**config.mk**
```make
export PLATFORM = sky130hd
export DESIGN_NAME = length_prefixed_name_header_parser_unit
export DESIGN_NICKNAME = d
export VERILOG_FILES = /design/src/rtl/core/lhp_pkg.sv /design/src/rtl/core/length_prefixed_name_header_parser_unit.sv /design/src/rtl/core/lhp_name_store.sv
export SDC_FILE = /design/constraint.sdc
export NUM_CORES = 1
export LEC_CHECK = 0
export BUFFER_PORTS_ARGS = -buffer_cell sky130_fd_sc_hd__buf_4
export CORE_MARGIN = 2
export CORE_UTILIZATION = 35
export CTS_CLUSTER_DIAMETER = 200
export DETAILED_ROUTE_END_ITERATION = 16
export GPL_ROUTABILITY_DRIVEN = 0
export PLACE_DENSITY = 0.49
export SLEW_MARGIN = 10
export SYNTH_ARGS = -nofsm -noshare
export SYNTH_HDL_FRONTEND = slang
export SYNTH_HIERARCHICAL = 1
export SYNTH_SLANG_ARGS = --single-unit
```
**constraint.sdc**
```tcl
create_clock -name i_clk -period 5 [get_ports i_clk]
set_input_delay 0.5 -clock i_clk [delete_from_list [all_inputs] [get_ports i_clk]]
set_output_delay 0.5 -clock i_clk [all_outputs]
set_load 0.02 [all_outputs]
```
**src/rtl/core/lhp_pkg.sv**
```systemverilog
// ----------------------------------------------------------------------------
// lhp_pkg
// Shared types and constants for the length-prefixed name header parser.
// ----------------------------------------------------------------------------
package lhp_pkg;

    // Default total header budget; names may use up to this minus four bytes
    localparam int MAX_HEADER_DEF = 256;

    // Parser phase
    typedef enum logic [2:0] {
        PH_SRC_LEN  = 3'd0,
        PH_SRC_NAME = 3'd1,
        PH_DST_LEN  = 3'd2,
        PH_DST_NAME = 3'd3,
        PH_DONE     = 3'd4,
        PH_ERROR    = 3'd5
    } t_phase;

    // Result status codes
    localparam logic [1:0] ST_NEED  = 2'd0;
    localparam logic [1:0] ST_DONE  = 2'd1;
    localparam logic [1:0] ST_ERROR = 2'd2;

    // Region codes
    localparam logic [1:0] RG_SRC_LEN  = 2'd0;
    localparam logic [1:0] RG_SRC_NAME = 2'd1;
    localparam logic [1:0] RG_DST_LEN  = 2'd2;
    localparam logic [1:0] RG_DST_NAME = 2'd3;

    // Request action on the input side
    localparam logic ACT_DATA  = 1'b0;
    localparam logic ACT_START = 1'b1;

    // Packed result width before byte padding, and padded width
    localparam int RES_W  = 29;
    localparam int TDATA_W = 32;

    // One result request
    typedef struct packed {
        logic [7:0] dest_length;
        logic [7:0] source_length;
        logic [7:0] byte_offset;
        logic [1:0] region;
        logic       consumed;
        logic [1:0] status;
    } t_result;

endpackage

```
**src/rtl/core/length_prefixed_name_header_parser_unit.sv**
```systemverilog
// ----------------------------------------------------------------------------
// length_prefixed_name_header_parser_unit
// Parses a header of two length-prefixed names, one byte per request, and
// writes the name bytes into two on-chip name stores.
// ----------------------------------------------------------------------------
// An accepted request's result is registered in the output register, or in
// the skid entry while the output holds an untaken result. One byte is taken
// per cycle while the skid entry is empty; phase and length feed the next byte.
// A two-entry output buffer keeps input accepted while one result waits.
// Reset (synchronous, active low) returns the parser to the source length
// phase and empties the output buffer; name store contents are not cleared.
// ----------------------------------------------------------------------------
module length_prefixed_name_header_parser_unit #(
    parameter int MAX_HEADER = lhp_pkg::MAX_HEADER_DEF
) (
    input  logic        i_clk,
    input  logic        i_rst_n,
    input  logic        i_s_tvalid,
    output logic        o_s_tready,
    input  logic [7:0]  i_s_tdata,   // [7:0] data_byte
    input  logic [0:0]  i_s_tuser,   // [0] action
    output logic        o_m_tvalid,
    input  logic        i_m_tready,
    // [1:0] status, [2] consumed, [4:3] region, [12:5] byte_offset,
    // [20:13] source_length, [28:21] dest_length, [31:29] zero
    output logic [31:0] o_m_tdata
);

    localparam int          NAME_DEPTH = MAX_HEADER - 4;
    localparam int          PW         = $clog2(MAX_HEADER);
    localparam int          AW         = $clog2(NAME_DEPTH);
    localparam logic [31:0] NAME_LIMIT = 32'(MAX_HEADER - 4);

    // Parser state
    lhp_pkg::t_phase r_phase, n_phase;
    logic [PW-1:0]   r_count, n_count;
    logic [31:0]     r_src_acc, n_src_acc;
    logic [31:0]     r_dst_acc, n_dst_acc;

    // Output buffer
    logic [31:0] r_out_data;
    logic        r_out_valid;
    logic [31:0] r_skid_data;
    logic        r_skid_valid;

    logic            in_acc;
    logic            out_take;
    lhp_pkg::t_result res;
    logic [31:0]     res_word;
    logic [PW-1:0]   cnt_inc;
    logic            src_ok;
    logic            dst_ok;
    logic            src_we;
    logic            dst_we;
    logic            addr_ok;

    assign o_s_tready = !r_skid_valid;
    assign o_m_tvalid = r_out_valid;
    assign o_m_tdata  = r_out_data;
    assign in_acc     = i_s_tvalid && o_s_tready;
    assign out_take   = r_out_valid && i_m_tready;
    assign cnt_inc    = r_count + 1'b1;
    assign addr_ok    = (r_count < PW'(NAME_DEPTH));

    // Hold parser state; advance on each accepted request
    always_ff @(posedge i_clk) begin
        if (!i_rst_n) begin
            r_phase   <= lhp_pkg::PH_SRC_LEN;
            r_count   <= '0;
            r_src_acc <= '0;
            r_dst_acc <= '0;
        end else if (in_acc) begin
            r_phase   <= n_phase;
            r_count   <= n_count;
            r_src_acc <= n_src_acc;
            r_dst_acc <= n_dst_acc;
        end
    end

    // Next phase, length accumulation and result fields
    always_comb begin
        n_phase        = r_phase;
        n_count        = r_count;
        n_src_acc      = r_src_acc;
        n_dst_acc      = r_dst_acc;
        src_we         = 1'b0;
        dst_we         = 1'b0;
        res.status     = lhp_pkg::ST_NEED;
        res.consumed   = 1'b1;
        res.region     = lhp_pkg::RG_SRC_LEN;
        res.byte_offset = 8'(r_count);

        if (i_s_tuser[0] == lhp_pkg::ACT_START) begin
            n_phase         = lhp_pkg::PH_SRC_LEN;
            n_count         = '0;
            n_src_acc       = '0;
            n_dst_acc       = '0;
            res.consumed    = 1'b0;
            res.byte_offset = '0;
        end else begin
            unique case (r_phase)
                lhp_pkg::PH_SRC_LEN: begin
                    n_src_acc = {r_src_acc[23:0], i_s_tdata};
                    n_count   = cnt_inc;
                    if (r_count == PW'(3)) begin
                        n_count = '0;
                        if (n_src_acc > NAME_LIMIT) begin
                            n_phase    = lhp_pkg::PH_ERROR;
                            res.status = lhp_pkg::ST_ERROR;
                        end else if (n_src_acc == '0) begin
                            n_phase = lhp_pkg::PH_DST_LEN;
                        end else begin
                            n_phase = lhp_pkg::PH_SRC_NAME;
                        end
                    end
                end
                lhp_pkg::PH_SRC_NAME: begin
                    src_we     = addr_ok;
                    res.region = lhp_pkg::RG_SRC_NAME;
                    n_count    = cnt_inc;
                    if (cnt_inc == r_src_acc[PW-1:0]) begin
                        n_count = '0;
                        n_phase = lhp_pkg::PH_DST_LEN;
                    end
                end
                lhp_pkg::PH_DST_LEN: begin
                    res.region = lhp_pkg::RG_DST_LEN;
                    n_dst_acc  = {r_dst_acc[23:0], i_s_tdata};
                    n_count    = cnt_inc;
                    if (r_count == PW'(3)) begin
                        n_count = '0;
                        if (n_dst_acc > NAME_LIMIT) begin
                            n_phase    = lhp_pkg::PH_ERROR;
                            res.status = lhp_pkg::ST_ERROR;
                        end else if (n_dst_acc == '0) begin
                            n_phase    = lhp_pkg::PH_DONE;
                            res.status = lhp_pkg::ST_DONE;
                        end else begin
                            n_phase = lhp_pkg::PH_DST_NAME;
                        end
                    end
                end
                lhp_pkg::PH_DST_NAME: begin
                    dst_we     = addr_ok;
                    res.region = lhp_pkg::RG_DST_NAME;
                    n_count    = cnt_inc;
                    if (cnt_inc == r_dst_acc[PW-1:0]) begin
                        n_count    = '0;
                        n_phase    = lhp_pkg::PH_DONE;
                        res.status = lhp_pkg::ST_DONE;
                    end
                end
                lhp_pkg::PH_DONE: begin
                    res.status      = lhp_pkg::ST_DONE;
                    res.consumed    = 1'b0;
                    res.region      = lhp_pkg::RG_DST_NAME;
                    res.byte_offset = '0;
                end
                default: begin
                    n_phase         = lhp_pkg::PH_ERROR;
                    res.status      = lhp_pkg::ST_ERROR;
                    res.consumed    = 1'b0;
                    res.byte_offset = '0;
                end
            endcase
        end

        // Report lengths only once decoded and within the limit
        src_ok = (n_phase == lhp_pkg::PH_SRC_NAME) || (n_phase == lhp_pkg::PH_DST_LEN) ||
                 (n_phase == lhp_pkg::PH_DST_NAME) || (n_phase == lhp_pkg::PH_DONE) ||
                 ((n_phase == lhp_pkg::PH_ERROR) && (n_src_acc <= NAME_LIMIT));
        dst_ok = (n_phase == lhp_pkg::PH_DST_NAME) || (n_phase == lhp_pkg::PH_DONE);
        res.source_length = src_ok ? n_src_acc[7:0] : 8'd0;
        res.dest_length   = dst_ok ? n_dst_acc[7:0] : 8'd0;
    end

    assign res_word = {{(lhp_pkg::TDATA_W - lhp_pkg::RES_W){1'b0}}, res};

    // Output register with one skid entry
    always_ff @(posedge i_clk) begin
        if (!i_rst_n) begin
            r_out_valid  <= 1'b0;
            r_skid_valid <= 1'b0;
        end else if (out_take) begin
            if (r_skid_valid) begin
                r_skid_valid <= 1'b0;
            end else begin
                r_out_valid <= in_acc;
            end
        end else if (in_acc) begin
            if (r_out_valid) begin
                r_skid_valid <= 1'b1;
            end else begin
                r_out_valid <= 1'b1;
            end
        end
    end

    // Steer result payload into the output or skid entry
    always_ff @(posedge i_clk) begin
        if (out_take) begin
            if (r_skid_valid) begin
                r_out_data <= r_skid_data;
            end else begin
                r_out_data <= res_word;
            end
        end else if (in_acc) begin
            if (r_out_valid) begin
                r_skid_data <= res_word;
            end else begin
                r_out_data <= res_word;
            end
        end
    end

    // Name stores
    lhp_name_store #(
        .DEPTH (NAME_DEPTH),
        .AW    (AW)
    ) u_src_store (
        .i_clk  (i_clk),
        .i_we   (in_acc && src_we),
        .i_addr (r_count[AW-1:0]),
        .i_data (i_s_tdata)
    );

    lhp_name_store #(
        .DEPTH (NAME_DEPTH),
        .AW    (AW)
    ) u_dst_store (
        .i_clk  (i_clk),
        .i_we   (in_acc && dst_we),
        .i_addr (r_count[AW-1:0]),
        .i_data (i_s_tdata)
    );

endmodule

```
**src/rtl/core/lhp_name_store.sv**
```systemverilog
// ----------------------------------------------------------------------------
// lhp_name_store
// Single-port synchronous name store, one byte wide, written by the parser.
// ----------------------------------------------------------------------------
module lhp_name_store #(
    parameter int DEPTH = lhp_pkg::MAX_HEADER_DEF - 4,
    parameter int AW    = $clog2(DEPTH)
) (
    input  logic          i_clk,
    input  logic          i_we,
    input  logic [AW-1:0] i_addr,
    input  logic [7:0]    i_data
);

    logic [7:0] r_mem [DEPTH];

    // Store one name byte
    always_ff @(posedge i_clk) begin
        if (i_we) begin
            r_mem[i_addr] <= i_data;
        end
    end

endmodule

```
==> results of run 1 <==
## routing by layer
| layer | routed length (µm) | part of all wire |
|---|---|---|
| met5 | 0 | 0 |
| met3 | 673 | 0.040 |
| met4 | 445 | 0.027 |
| met2 | 7590 | 0.45 |
| met1 | 8050 | 0.48 |
## worst max-delay path, stage by stage (launching register included)
cell	delay (ns)
sky130_fd_sc_hd__dfxtp_1	0.53
sky130_fd_sc_hd__ha_1	0.50
sky130_fd_sc_hd__nor3b_1	0.33
sky130_fd_sc_hd__nand2_1	0.17
sky130_fd_sc_hd__nor4_1	0.60
sky130_fd_sc_hd__nor3_1	0.10
sky130_fd_sc_hd__or4_1	0.49
sky130_fd_sc_hd__a21o_1	0.24
sky130_fd_sc_hd__a21oi_2	0.59
sky130_fd_sc_hd__o31ai_1	0.19
## cell usage in the layout, fill, tap and decap left out, types with 9 or more instances in the layout
cell type                   netlist  final
sky130_fd_sc_hd__buf_4            4     50
sky130_fd_sc_hd__a21oi_1         15     15
sky130_fd_sc_hd__nand2_1         62     62
sky130_fd_sc_hd__nand2b_1        14     14
sky130_fd_sc_hd__a22oi_1         49     49
sky130_fd_sc_hd__mux2_2           9      9
sky130_fd_sc_hd__nor2b_1         52     52
sky130_fd_sc_hd__edfxtp_1        58     58
sky130_fd_sc_hd__o31ai_1         19     19
sky130_fd_sc_hd__nand3_1         10     10
sky130_fd_sc_hd__nand3b_1        11     11
sky130_fd_sc_hd__nor2_1          23     22
sky130_fd_sc_hd__and2_1          20     20
sky130_fd_sc_hd__o21ai_0         22     21
sky130_fd_sc_hd__clkbuf_16        0     17
sky130_fd_sc_hd__nor4_1          18     18
sky130_fd_sc_hd__xor2_1          10     10
sky130_fd_sc_hd__mux2i_1          9      9
sky130_fd_sc_hd__nor3_1          15     13
sky130_fd_sc_hd__a31oi_1         11     11
sky130_fd_sc_hd__a21boi_0        12     12
sky130_fd_sc_hd__dfxtp_1         69     69
## flip-flops by register name, summed over array words and instances (netlist names)
register,cells
r_src_acc,32
o_m_tdata,29
r_skid_data,29
r_dst_acc,24
r_count,8
r_phase,3
o_m_tvalid,1
r_skid_valid,1
## worst max path at each step
stage | startpoint | to | slack [ns]
6_report | r_count[0] | o_m_tdata[24] | 0.98
5_1_grt | r_count[0] | o_m_tdata[24] | 0.63
4_1_cts | r_count[0] | o_m_tdata[25] | 1.04
3_5_place_dp | r_count[0] | o_m_tdata[25] | 1.07
3_3_place_gp | r_count[0] | o_m_tdata[23] | 1.17
2_1_floorplan | r_skid_valid | o_m_tdata[0] | 1.55
## final cells by class
cell class,instances,area [µm²]
clock buffer,17,425
clock inverter,15,160
fill,1800,10500
inverter,6,22.5
multi-input combinational,474,3080
sequential,127,3120
tap,229,287
timing repair buffer,50,375
## cells by family after synthesis
| group | Yosys count | share of synthesized area |
|---|---|---|
| compound gates | 172 | 0.191 |
| xor+xnor | 16 | 0.0218 |
| mux | 18 | 0.0298 |
| other cells | 1 | 0.000583 |
| flops | 127 | 0.486 |
| buf+inv | 59 | 0.0397 |
| simple gates | 264 | 0.229 |
| fa+ha+maj | 1 | 0.00195 |
## metrics by stage
step | worst slack, ns | instances | total power, mW | cell area (µm²)
after floorplan | 1.55 | 660 | 1.27 | 6440
after detailed placement | 1.07 | 886 | 1.34 | 6890
after global placement | 1.17 | 886 | 1.34 | 6890
final | 0.980 | 918 | 2.55 | 7480
after global routing | 0.631 | 918 | 2.63 | 7480
after CTS | 1.04 | 918 | 2.57 | 7470
## power by group
group / leakage, nW / switching (mW) / internal, mW
Sequential: 1.13 / 0.0172 / 1.11
Clock: 0.270 / 0.493 / 0.736
Combinational: 1.20 / 0.119 / 0.0673
Total: 2.60 / 0.629 / 1.92
## synth_stat cells (all sizes together) (14+ instances only)
| library cell | n |
|---|---|
| nor4 | 18 |
| nor3 | 15 |
| nor2b | 52 |
| nand2 | 62 |
| nand2b | 14 |
| a21oi | 17 |
| and2 | 20 |
| a22oi | 49 |
| o21ai | 29 |
| dfxtp | 69 |
| clkbuf | 38 |
| buf | 15 |
| nor2 | 23 |
| edfxtp | 58 |
| o31ai | 21 |
==> summary.txt, run 1 <==
Global routing
  – Global-route wire length before repair: 26500 µm
  – Vias in the first global route: 4759
  – Number of antenna violations at the first check in global routing: 0
  – Global routing's busiest layer: met2
  – Met2 Usage GRT: 0.263
  – Aggregate global routing overflow: 0
  – Met3 track utilization from global routing: 0.0427
  – Maximum number of pins on one net before global-route repair: 66
  – Total Routing Usage GR: 0.176
  – Global-route track usage on met1: 0.241

Clock tree
  – Hold-fix buffer count after cts: 0
  – Buffer depth of the longest clock path: 2
  – Post-CTS setup buffers: 0
  – # resized after CTS: 0
  – Clock input transition at the sequential cells of the worst setup and hold paths: 0.06 ns
  – Clock network latency to the later pin of the worst-skew pair: 0.43 ns
  – CTS buffer count: 17
  – Number of levels in the clock H-tree: 4
  – Root Driver: sky130_fd_sc_hd__clkbuf_16
  – TritonCTS clock tree: yes
  – # clock sinks: 127

Synthesis
  – Async set or reset register ratio after synthesis: 0
  – Share of synthesized area occupied by flip-flops and latches: 0.486
  – Cell taking the most area after synthesis: sky130_fd_sc_hd__edfxtp_1
  – Number of enable flip-flop cells after synthesis: 58
  – Cells after synthesis: 658
  – Number of warnings issued by yosys: 6
  – Mapped Avg Cell Area: 9.77 µm²
  – Share of the synthesized area in the top cell type: 0.271
  – Number of synthesized register bits: 127
  – Distinct cell type count of the synthesized netlist: 62
  – Top area cells in the synthesized netlist: sky130_fd_sc_hd__edfxtp_1 (27%), sky130_fd_sc_hd__dfxtp_1 (21%), sky130_fd_sc_hd__a22oi_1 (5.7%)
  – Ys flop type: sky130_fd_sc_hd__dfxtp_1
  – Post-synthesis instance area: 6430 µm²

Critical path
  – Worst reg2reg path depth: 9
  – CP required: 5.15 ns
  – Setup slack on the worst flop-to-flop path: 0.98 ns
  – Launching point of the worst reg2reg path: r_count[0]
  – Crit path DAT: 4.17 ns
  – Critical path capture point type: flop
  – Reg2Reg Capture Point: o_m_tdata[24]
  – Crit start category: flop
  – Critical Setup Path Class: flop to flop
  – Highest net fanout along the worst path: 16

Timing
  – Period Utilization, post-route: 0.804
  – Pins Over Slew Limit: 0
  – Hold slack final: 0.335 ns
  – Min Clock Period, post-route: 4.02 ns
  – Count of endpoints failing setup in the final report: 0
  – Total negative setup slack: 0 ns
  – Count of final hold-check violations: 0
  – Pin slew with the least headroom to its limit: 1.09 ns
  – Unrepaired setup endpoints after global routing: no
  – Worst setup skew after layout: 0.00985 ns
  – Relative slew margins: 0.274
  – Peak clock frequency supported by timing: 249 MHz

Floorplan
  – Count of standard-cell rows: 49
  – Area enclosed by the die boundary: 19500 µm²
  – Effective utilization at floorplan: 0.357
  – Number of ports placed on the die boundary: 47
  – Die boundary height: 140 µm
  – Core area: 18000 µm²
  – Die W: 140 µm

Finish
  – Total inserted antenna cells: 0
  – Finished Core Util: 0.415
  – Net count of the finished layout: 690
  – Layout cells sized above 1: 0.167
  – Signed area change from the synthesized netlist to the final layout: 16.3%

Drt
  – DR vias: 5068
  – Post-DR vias/cell: 5.52
  – Pre-antenna DRT Iters: 5
  – Violation count after the first detailed-routing iteration: 402
  – Residual antenna-violating net count after detailed routing: 0
  – Remaining DRCs: 0
  – Routed len/inst: 18.3 µm
  – Final wirelength: 16800 µm

Power and ir drop
  – Peak supply drop: 0.225 mV
  – Cell Pwr Density: 340 nW/µm²
  – Leak pwr: 2.60 nW

Hold path
  – Type of the tightest min-delay check: input port to flop
  – Startpoint of the tightest hold check path: i_s_tvalid
  – Terminating pin of the worst hold path: r_skid_valid
  – Hold path depth: 3

Run
  – Max-capacitance violation count: 0

Place
  – Detailed-placement wirelength estimate: 11200 µm
  – # port buffers: 43

Run status
  – Outcome: finished, final reports clean
Power figures use the tool's default switching activity.
==> run 2: changes to the inputs <==
==> constraint.sdc (replaced) <==
create_clock -name i_clk -period 4 [get_ports i_clk]
set_input_delay 0.4 -clock i_clk [delete_from_list [all_inputs] [get_ports i_clk]]
set_output_delay 0.4 -clock i_clk [all_outputs]
set_load 0.02 [all_outputs]
==> run 2 against run 1 <==
Effect of this change:
- sequential cell count unchanged
- sequential share of layout area decreased by 0.75 points
- critical endpoint is now o_m_tdata[1]
- setup slack got worse by 0.60 ns
- power increased by 25%
- critical path depth unchanged
- highest routed layer unchanged
- combinational power increased by 30%
- final area increased by 1.8%
- clock power increased by 24%
- global-route usage about the same
- first-iteration DRC count decreased by 17%
- die area unchanged
- cell count increased by 2.1%
==> summary.txt, run 2 (synthesized netlist as in run 1, its figures left out) <==
Clock tree
  – Clock input transition at the sequential cells of the worst setup and hold paths: 0.06 ns
  – TritonCTS clock tree: yes
  – Clock network latency to the later pin of the worst-skew pair: 0.42 ns
  – Number of levels in the clock H-tree: 4
  – Root Driver: sky130_fd_sc_hd__clkbuf_16
  – Buffer depth of the longest clock path: 2
  – # clock sinks: 127
  – Hold-fix buffer count after cts: 0
  – CTS buffer count: 17

Power and ir drop
  – Internal power consumption: 2.41 mW
  – Design Power: 3.19 mW
  – Cell Pwr Density: 419 nW/µm²
  – Leak pwr: 2.70 nW
  – Clock network power share: 0.481
  – Reported net switching power: 0.779 mW
  – Peak supply drop: 0.274 mV
  – Switching fraction of total power: 0.244
  – Part of the total power dissipated in sequential elements: 0.443
  – Portion of total power attributed to combinational logic: 0.076

Timing
  – Count of final hold-check violations: 0
  – Period Utilization, post-route: 0.905
  – Pin slew with the least headroom to its limit: 1.17 ns
  – Unrepaired setup endpoints after global routing: no
  – Worst setup skew after layout: 0.0100 ns
  – Min Clock Period, post-route: 3.62 ns
  – Relative slew margins: 0.216
  – Pins Over Slew Limit: 0
  – Count of endpoints failing setup in the final report: 0
  – Peak clock frequency supported by timing: 276 MHz
  – Total negative setup slack: 0 ns

Finish
  – Fillcell total: 1779
  – Signed area change from the synthesized netlist to the final layout: 18.4%
  – Largest register by flop count: r_src_acc
  – Total inserted antenna cells: 0
  – Net count of the finished layout: 709
  – Design Area, Final: 7610 µm²
  – Number of flip-flops in the largest register: 32
  – Layout cells sized above 1: 0.189
  – Finished Core Util: 0.422
  – Leading cell types in the layout, fill and taps excluded: sky130_fd_sc_hd__buf_4 (69), sky130_fd_sc_hd__dfxtp_1 (69), sky130_fd_sc_hd__nand2_1 (62)
  – Final non-filler cell total: 937

Critical path
  – Reg2Reg Capture Point: o_m_tdata[1]
  – Crit start category: flop
  – Crit. Startpoint: r_count[0]
  – Launching point of the worst reg2reg path: r_count[0]
  – Cell breakdown of the critical path: ha_2 -> and4_1 -> nand3_1 -> a2111oi_1 -> a21oi_1 -> or4_1 -> a21o_1 -> a21oi_4 -> o31ai_1
  – Slowest Stage Delay on Critical Path: 0.54 ns
  – Setup slack on the worst flop-to-flop path: 0.38 ns
  – CP required: 4.13 ns
  – Critical Setup Path Class: flop to flop
  – Worst reg2reg path depth: 9
  – Highest-delay cell along the critical path: sky130_fd_sc_hd__or4_1
  – Crit path DAT: 3.75 ns
  – Highest net fanout along the worst path: 18
  – Critical path capture point type: flop

Place
  – # port buffers: 43
  – Standard cell area after detailed placement: 7030 µm²
  – Detailed-placement wirelength estimate: 11500 µm
  – Cells after DPL: 905

Drt
  – Final wirelength: 16700 µm
  – Pre-antenna DRT Iters: 6
  – Residual antenna-violating net count after detailed routing: 0
  – Violation count after the first detailed-routing iteration: 335
  – Remaining DRCs: 0
  – Routed len/inst: 17.8 µm
  – Post-DR vias/cell: 5.48
  – DR vias: 5137

Floorplan
  – Effective utilization at floorplan: 0.357
  – Count of standard-cell rows: 49
  – Core area: 18000 µm²
  – Die boundary height: 140 µm
  – Die W: 140 µm
  – Number of ports placed on the die boundary: 47
  – Area enclosed by the die boundary: 19500 µm²

Global routing
  – Vias in the first global route: 4907
  – Number of antenna violations at the first check in global routing: 0
  – Aggregate global routing overflow: 0
  – Total Routing Usage GR: 0.175
  – Maximum number of pins on one net before global-route repair: 66
  – Global-route wire length before repair: 27000 µm

Hold path
  – Terminating pin of the worst hold path: r_skid_valid
  – Hold path depth: 3
  – Startpoint of the tightest hold check path: i_s_tvalid
  – Type of the tightest min-delay check: input port to flop

Run
  – Max-capacitance violation count: 0

Run status
  – Outcome: finished, final reports clean
run 2: through the flow:
step | hold slack (ns) | setup slack, ns
detailed placement | 0.510 | 0.299
floorplan | 0.488 | 0.549
finish | 0.271 | 0.381
CTS | 0.267 | 0.272
global route | 0.285 | 0.0493
global placement | 0.500 | 0.406
run 2: worst max path at each step:
stage	end	slack [ns]
CTS	o_m_tdata[1]	0.27
detailed placement	o_m_tdata[1]	0.30
floorplan	o_m_tdata[0]	0.55
global placement	o_m_tdata[1]	0.41
finish	o_m_tdata[1]	0.38
global route	o_m_tdata[1]	0.05
run 2: what timing repair did:
item | 4_1_cts | 5_1_grt
setup buffers | 0 | 0
resized for setup | 0 | 1
endpoints found under the hold margin | 0 | 0
setup endpoints to repair | 0 | 16
run 2: power groups by stage:
stage,clock network [mW],registers [mW],logic [mW]
3_3_place_gp,0,1.44,0.241
5_1_grt,1.63,1.41,0.262
2_1_floorplan,0,1.46,0.118
3_5_place_dp,0,1.44,0.242
4_1_cts,1.56,1.41,0.243
6_report,1.53,1.41,0.241
run 2: layout make-up:
type	instances	area [µm²]	share of cell area
Sequential cell	127	3120	0.410
Multi-Input combinational cell	474	3080	0.404
Timing Repair Buffer	69	518	0.0680
Clock buffer	18	429	0.0564
Tap cell	229	287	0.0376
Clock inverter	14	156	0.0205
Inverter	6	22.5	0.00296
run 2: worst max-delay path: cells and delay by family, from the launching register on:
kind	cells	cell delay, ns
flip-flops	1	0.51
AND/OR/NAND/NOR	3	0.95
AO/OA/AOI/OAI	5	1.49
adder cells (fa/ha/maj)	1	0.38
run 2: metal layers:
metal  up-vias  part of all wire  GRT usage
li1       2512                 -          -
met1      2464              0.48      0.240
met2       128              0.44      0.261
met3        33             0.045     0.0382
met4         0             0.035     0.0905
met5         -                 0          0
==> run 3: changes to the inputs <==
--- a/config.mk
+++ b/config.mk
@@ -17,3 +17,4 @@
 export SYNTH_HDL_FRONTEND = slang
 export SYNTH_HIERARCHICAL = 1
 export SYNTH_SLANG_ARGS = --single-unit
+export TNS_END_PERCENT = 20
==> constraint.sdc (replaced) <==
create_clock -name i_clk -period 4.4 [get_ports i_clk]
set_input_delay 0.44 -clock i_clk [delete_from_list [all_inputs] [get_ports i_clk]]
set_output_delay 0.44 -clock i_clk [all_outputs]
set_load 0.02 [all_outputs]
==> run 3 against run 2 <==
Effect of this change:
- setup slack improved by 0.17 ns
- final area decreased by 1.2%
- clock power shrank 7%
- count of clock-buffer cells in the layout unchanged
- sequential power shrank 9%
- critical path depth is the same
- hold slack better by 0.021 ns
- combinational power down 11%
- critical path type unchanged
==> summary.txt, run 3 (synthesized netlist as in run 1, its figures left out) <==
Critical path
  – Slowest Stage Delay on Critical Path: 0.59 ns
  – Critical Setup Path Class: flop to flop
  – Cell family with most CP delay: compound AO/OA/AOI/OAI gates
  – Crit start category: flop
  – Cell breakdown of the critical path: ha_1 -> and4_1 -> nand3_1 -> a2111oi_1 -> a21oi_1 -> or4_1 -> a21o_1 -> a21oi_4 -> o21ai_0
  – Bufs and invs on worst path: 0
  – Critical path capture point type: flop
  – Crit path DAT: 3.99 ns
  – Highest net fanout along the worst path: 18
  – CP required: 4.54 ns
  – Setup slack on the worst flop-to-flop path: 0.55 ns
  – Worst reg2reg path depth: 9
  – Highest-delay cell along the critical path: sky130_fd_sc_hd__a2111oi_1
  – Launching point of the worst reg2reg path: r_count[0]
  – Reg2Reg Capture Point: o_m_tdata[15]

Finish
  – Total inserted antenna cells: 0
  – Signed area change from the synthesized netlist to the final layout: 17.0%
  – Net count of the finished layout: 696
  – Sequential standard cell area: 3120 µm²
  – Layout cells sized above 1: 0.169
  – Most common cell after layout, fill and taps aside: sky130_fd_sc_hd__dfxtp_1
  – Leading cell types in the layout, fill and taps excluded: sky130_fd_sc_hd__dfxtp_1 (69), sky130_fd_sc_hd__nand2_1 (62), sky130_fd_sc_hd__edfxtp_1 (58)
  – Number of flip-flops in the largest register: 32
  – Largest register by flop count: r_src_acc
  – Fillcell total: 1725
  – Area taken by multi-input logic gates: 3080 µm²

Clock tree
  – Post-CTS setup buffers: 0
  – Clock network latency to the later pin of the worst-skew pair: 0.43 ns
  – Hold-fix buffer count after cts: 0
  – # resized after CTS: 0
  – Root Driver: sky130_fd_sc_hd__clkbuf_16
  – CTS buffer count: 17
  – Number of levels in the clock H-tree: 4
  – Buffer depth of the longest clock path: 2
  – # clock sinks: 127
  – TritonCTS clock tree: yes
  – Clock input transition at the sequential cells of the worst setup and hold paths: 0.06 ns

Hold path
  – Hold path depth: 3
  – Terminating pin of the worst hold path: r_skid_valid
  – Startpoint of the tightest hold check path: i_s_tvalid
  – Type of the tightest min-delay check: input port to flop

Power and ir drop
  – Cell Pwr Density: 387 nW/µm²
  – Design Power: 2.91 mW
  – Peak supply drop: 0.252 mV
  – Leak pwr: 2.64 nW

Timing
  – Pins Over Slew Limit: 0
  – Pin slew with the least headroom to its limit: 1.07 ns
  – Period Utilization, post-route: 0.875
  – Count of endpoints failing setup in the final report: 0
  – Peak clock frequency supported by timing: 260 MHz
  – Unrepaired setup endpoints after global routing: no
  – Min Clock Period, post-route: 3.85 ns
  – Count of final hold-check violations: 0
  – Relative slew margins: 0.283
  – Total negative setup slack: 0 ns
  – Worst setup skew after layout: 0.0198 ns

Drt
  – Post-DR vias/cell: 5.50
  – Final wirelength: 16400 µm
  – Pre-antenna DRT Iters: 7
  – DR vias: 5072
  – Routed len/inst: 17.8 µm
  – Violation count after the first detailed-routing iteration: 400
  – Remaining DRCs: 0
  – Residual antenna-violating net count after detailed routing: 0

Global routing
  – Total Routing Usage GR: 0.172
  – Vias in the first global route: 4843
  – Number of antenna violations at the first check in global routing: 0
  – Global-route wire length before repair: 26700 µm
  – Aggregate global routing overflow: 0
  – Maximum number of pins on one net before global-route repair: 66

Floorplan
  – Core area: 18000 µm²
  – Area enclosed by the die boundary: 19500 µm²
  – Effective utilization at floorplan: 0.357
  – Number of ports placed on the die boundary: 47
  – Count of standard-cell rows: 49
  – Die W: 140 µm
  – Die boundary height: 140 µm

Place
  – # port buffers: 43
  – Detailed-placement wirelength estimate: 11100 µm

Run status
  – Outcome: finished, final reports clean

Run
  – Max-capacitance violation count: 0
## run 3: worst max-delay path by stage
| stage | endpoint | start | slack, ns | cells past startpoint |
|---|---|---|---|---|
| after floorplan | o_m_tdata[0] | r_skid_valid | 0.95 | 4 |
| after global placement | o_m_tdata[1] | r_count[0] | 0.80 | 9 |
| after detailed placement | o_m_tdata[15] | r_count[0] | 0.61 | 9 |
| after CTS | o_m_tdata[15] | r_count[0] | 0.59 | 9 |
| after global routing | o_m_tdata[14] | r_count[0] | 0.27 | 9 |
| final | o_m_tdata[15] | r_count[0] | 0.55 | 9 |
## run 3: cell type report
class,instances,area share
Sequential cell,127,0.415
Tap cell,229,0.0381
Inverter,6,0.00299
Clock inverter,13,0.0216
Clock buffer,18,0.0570
Timing Repair Buffer,56,0.0559
Multi-Input combinational cell,474,0.409
## run 3: metrics by stage
step	setup WS [ns]	hold slack, ns	instances	area, µm²	utilization
global route	0.274	0.326	923	7520	0.417
finish	0.550	0.292	923	7520	0.417
CTS	0.595	0.278	923	7520	0.417
detailed placement	0.610	0.503	892	6930	0.384
global placement	0.800	0.501	892	6930	0.384
floorplan	0.949	0.488	660	6440	-
## run 3: per-layer routing
layer  wire length [µm]  global-route usage  vias up
met5                  0                   0        -
met4                322              0.0563        0
met3                692              0.0409       29
met2               7490               0.267      134
met1               7900               0.237     2428
li1                   -                   -     2481
## run 3: where the power goes
part | internal (mW) | leakage [nW] | switching, mW
registers | 1.27 | 1.13 | 0.0191
clock network | 0.889 | 0.286 | 0.527
logic | 0.0784 | 1.23 | 0.135
total | 2.23 | 2.64 | 0.682
## run 3: worst reg2reg max path: stages, from the launching register on
cell	delay, ns
sky130_fd_sc_hd__dfxtp_1	0.48
sky130_fd_sc_hd__ha_1	0.49
sky130_fd_sc_hd__and4_1	0.34
sky130_fd_sc_hd__nand3_1	0.09
sky130_fd_sc_hd__a2111oi_1	0.59
sky130_fd_sc_hd__a21oi_1	0.14
sky130_fd_sc_hd__or4_1	0.56
sky130_fd_sc_hd__a21o_1	0.25
sky130_fd_sc_hd__a21oi_4	0.44
sky130_fd_sc_hd__o21ai_0	0.20
